<file path="config.mk">
export PLATFORM = sky130hd
export DESIGN_NAME = ffa_ram
export DESIGN_NICKNAME = d
export VERILOG_FILES = /design/src/sv/ffa_ram.sv
export SDC_FILE = /design/constraint.sdc
export NUM_CORES = 2
export LEC_CHECK = 0
export BUFFER_PORTS_ARGS = -buffer_cell sky130_fd_sc_hd__buf_2
export CAP_MARGIN = 20
export CELL_PAD_IN_SITES_DETAIL_PLACEMENT = 0
export CELL_PAD_IN_SITES_GLOBAL_PLACEMENT = 2
export CORE_MARGIN = 2
export CORE_UTILIZATION = 50
export CTS_BUF_LIST = sky130_fd_sc_hd__clkbuf_16
export DETAILED_ROUTE_END_ITERATION = 8
export HOLD_SLACK_MARGIN = 0.05
export PLACE_DENSITY_LB_ADDON = 0.25
export SLEW_MARGIN = 10
export SYNTH_ARGS = -nofsm -noshare
export SYNTH_HDL_FRONTEND = slang
export SYNTH_SLANG_ARGS = --single-unit
</file>
<file path="constraint.sdc">
create_clock -name clock -period 5.09 [get_ports clock]
set_input_delay 0.2545 -clock clock [delete_from_list [all_inputs] [get_ports clock]]
set_output_delay 0.2545 -clock clock [all_outputs]
set_load 0.03 [all_outputs]
</file>
<file path="src/sv/ffa_ram.sv">
module ffa_ram #(
   parameter int unsigned WIDTH = 8,
   parameter int unsigned DEPTH = 256,
   localparam int unsigned AW = $clog2(DEPTH)
) (
   input  logic             clock,
   input  logic             wr_en,
   input  logic [AW-1:0]    addr,
   input  logic [WIDTH-1:0] wr_data,
   output logic [WIDTH-1:0] rd_data
);

   logic [WIDTH-1:0] mem_ff [DEPTH];
   logic [WIDTH-1:0] rd_ff;

   always_ff @(posedge clock) begin
      if (wr_en) begin
         mem_ff[addr] <= wr_data;
      end
      rd_ff <= mem_ff[addr];
   end

   assign rd_data = rd_ff;

endmodule

</file>
==> qor.csv <==
stage,metric,value,unit
floorplanning,ioPinCount,26,
sta,final_worst_clock_skew,0.03616,ns
floorplanning,dieWidth,400.2,um
setup_path,endpoint_kind,flop,
setup_path,ff2ff_setup_slack,2.42,ns
sta,fin_crit_sh,0.6316,
routing,avgViaCountPerCell,6.338,
finish,area.growth.synth_to_final,12.35,%
global_routing,groute.usage.overall,0.2385,
flow_run,timing.max_cap.violations,0,
clock_tree,total_clock_buffers_created_by_cts,201,
sta,final.setup.tns,0,ns
finish,design_area,88190,um2
pwr,p_leak,26.92,nW
placement,place.detailed.hpwl,112.4,mm
min_path,hold-path-endpoint,mem_ff[80][3],
yosys,synth-edff-count,2048,
min_path,hold_depth,1,
pwr,ir_drop,0.3755,mV
yosys,yosys-top-cells-area,"sky130_fd_sc_hd__edfxtp_1 (78%), sky130_fd_sc_hd__mux4_2 (15%), sky130_fd_sc_hd__a22oi_1 (2.4%)",
setup_path,cp_cell_sequence,buf_8 -> buf_12 -> buf_4 -> mux4_2 -> a22oi_1 -> a21oi_1 -> o41ai_1 -> nand4_1,
sta,hold_viol,0,
clock_tree,worst_setup_hold_path_clk_slew,0.06,ns
setup_path,timing.critical_path.from,addr[1],
yosys,postSynth.asyncResetShare,0,
sta,final_max_slew_viol_count,0,
setup_path,cp_top_family,buffers and inverters,
global_routing,pin_count_of_the_biggest_net_entering_global_routing,198,
sta,max_slew.worst_pin.slew,1.153,ns
yosys,synth.cells.most_frequent,"sky130_fd_sc_hd__edfxtp_1 (2,048), sky130_fd_sc_hd__mux4_2 (512), sky130_fd_sc_hd__a22oi_1 (256), sky130_fd_sc_hd__nor2_1 (232), sky130_fd_sc_hd__clkbuf_1 (145)",
global_routing,gr-total-overflow,0,
clock_tree,cts.repair_timing.setup_buffer_count,0,
floorplanning,num_rows,145,
clock_tree,total_number_of_clock_tree_sinks,2056,
setup_path,worst_r2r_path_depth,5,
placement,port_buffers,25,
yosys,cell_count_after_synthesis,3547,
setup_path,cp_data_arrival_time,3.89,ns
yosys,synthDominantCellAreaShare,0.7835,
pwr,cellPowerDensity,394.7,nW/um2
clock_tree,ctsHtreeMaxLevel,4,
sta,slew-limit-headroom,0.2313,
yosys,synth_nets,3565,
placement,post-place-ws,1.045,ns
routing,dr.pass1.iters,7,
min_path,hold_path_startpoint,wr_data[3],
placement,dpl_cell_area,81630,um2
status,result_of_the_run,"finished, final reports clean",
setup_path,kind_of_launch_point_of_the_worst_setup_path,input port,
finish,nets,3711,
setup_path,r2r-end,rd_data[3],
sta,final_period_minus_worst_setup_slack,3.215,ns
clock_tree,cts.path.max_buffers,3,
floorplanning,start_util,0.5031,
yosys,synthMostInstantiatedCell,sky130_fd_sc_hd__edfxtp_1,
setup_path,worst_path_buf_inv,3,
clock_tree,cell_chosen_for_the_clock_root,sky130_fd_sc_hd__clkbuf_16,
finish,finalCoreUtilization,0.5652,
yosys,synth_top_flop_cell,sky130_fd_sc_hd__edfxtp_1,
global_routing,grt_antenna_before_repair,13,
setup_path,critPathKind,in -> reg,
placement,globalplace.congestion,0.8198,
yosys,synth-seq-cells,2056,
placement,place.detailed.instances,5542,
floorplanning,floorplan.die.height,400.2,um
routing,wl_per_cell,32.14,um
finish,drive_above_1_share,0.2541,
setup_path,worstPathMaxFanout,97,
routing,num_vias,37550,
routing,remaining_drc_errors,0,
sta,setup_viol,0,
setup_path,required_time_at_the_endpoint_of_the_critical_path,5.77,ns
yosys,synth_cell_types,22,
global_routing,first_global_vias,38340,
sta,maxClockFrequency,311.0,MHz
sta,setup_slack,1.875,ns
clock_tree,cts_tree,yes,
routing,drt_iter0_markers,4537,
min_path,min_path_type,in -> reg,
yosys,yosysSeqAreaShare,0.7855,
routing,totalWireLength,190.4,mm
setup_path,crit-reg2reg-launch,mem_ff[107][3],
setup_path,max_stage_delay,0.68,ns
floorplanning,die_area,160200,um2
yosys,synth-warning-count,0,
clock_tree,post_cts_resize_count,0,
pwr,finalPower,34.81,mW
setup_path,cell_at_the_slowest_stage_of_the_critical_path,sky130_fd_sc_hd__o41ai_1,
finish,layout.filler_cells,11290,
yosys,post_synth_instance_area,78490,um2
routing,drtAntennaViolNets,0,
yosys,post-synth-top-area-cell,sky130_fd_sc_hd__edfxtp_1,
floorplanning,core_area,156000,um2
finish,post_layout_nonfiller_instances,5924,
yosys,syn_area_per_cell,22.13,um2
clock_tree,clock_latency_reported_for_the_late_side_of_the_worst_skew_pair,0.82,ns
sta,rsz0062_at_grt,false,
sta,hold_slack,0.03838,ns
global_routing,wire_length_of_the_first_global_routing_pass,275.3,mm
## metal layers
metal,GRT usage,part of all wire
met5,0,0.00026
met4,0.05788,0.021
met3,0.04364,0.078
met2,0.3790,0.48
met1,0.3470,0.42
## what timing repair did
item	in CTS	in global routing
endpoints found under the setup margin	0	0
hold endpoints to repair	64	0
hold buffers	3	0
## flip-flops by register name, indices dropped and copies added (netlist names)
register / count
mem_ff: 2048
rd_data: 8
## area by class of cell
type / count / area (um2) / area share
Antenna cell: 1 / 2.502 / 0.00002838
Timing Repair Buffer: 175 / 1674 / 0.01898
Clock inverter: 170 / 1369 / 0.01552
Inverter: 1 / 3.754 / 0.00004256
Multi-Input combinational cell: 1258 / 15780 / 0.1789
Clock buffer: 205 / 5130 / 0.05817
Tap cell: 2058 / 2575 / 0.02920
Sequential cell: 2056 / 61660 / 0.6992
## cells in the final DEF (no fill, tap or decap), types with 3 or more instances in the layout
cell type,Yosys,layout
sky130_fd_sc_hd__o41ai_1,32,31
sky130_fd_sc_hd__bufinv_16,0,21
sky130_fd_sc_hd__clkbuf_8,0,8
sky130_fd_sc_hd__buf_2,36,15
sky130_fd_sc_hd__inv_6,0,4
sky130_fd_sc_hd__edfxtp_1,2048,2048
sky130_fd_sc_hd__mux4_2,512,512
sky130_fd_sc_hd__clkbuf_16,0,205
sky130_fd_sc_hd__clkinv_1,0,49
sky130_fd_sc_hd__nor3_1,30,29
sky130_fd_sc_hd__dfxtp_1,8,8
sky130_fd_sc_hd__inv_1,1,39
sky130_fd_sc_hd__nand3_1,13,13
sky130_fd_sc_hd__nand2b_1,6,4
sky130_fd_sc_hd__a21oi_1,128,128
sky130_fd_sc_hd__nor2b_1,7,5
sky130_fd_sc_hd__clkinvlp_4,0,15
sky130_fd_sc_hd__buf_6,16,4
sky130_fd_sc_hd__nor2_1,232,231
sky130_fd_sc_hd__nand4_1,8,8
sky130_fd_sc_hd__a22oi_1,256,256
sky130_fd_sc_hd__buf_12,0,25
sky130_fd_sc_hd__nand2_1,28,28
sky130_fd_sc_hd__clkinv_8,0,4
sky130_fd_sc_hd__buf_4,16,117
sky130_fd_sc_hd__clkinv_2,0,38
sky130_fd_sc_hd__dlygate4sd3_1,0,3
## cells by family (layout without fill, tap and decap cells)
kind of cell | count (synthesis) | after routing | synth area share
compound gates | 416 | 416 | 0.03622
buf+inv | 233 | 551 | 0.01401
flops | 2056 | 2056 | 0.7855
mux | 512 | 512 | 0.1469
other cells | 0 | 1 | 0
simple gates | 330 | 330 | 0.01733
## where the power goes
part           total, mW  internal, mW  switching, mW
logic               1.57         0.539           1.03
registers           18.7          18.7         0.0300
clock network       14.5          8.35           6.20
total               34.8          27.6           7.26
## how the worst max path moves through the flow
stage	endpoint	depth (start not counted)
final	rd_data[6]	8
after global routing	rd_data[2]	8
after CTS	rd_data[6]	8
after detailed placement	rd_data[6]	8
after global placement	rd_data[3]	8
after floorplan	mem_ff[111][0]	9
Power figures use the tool's default switching activity.
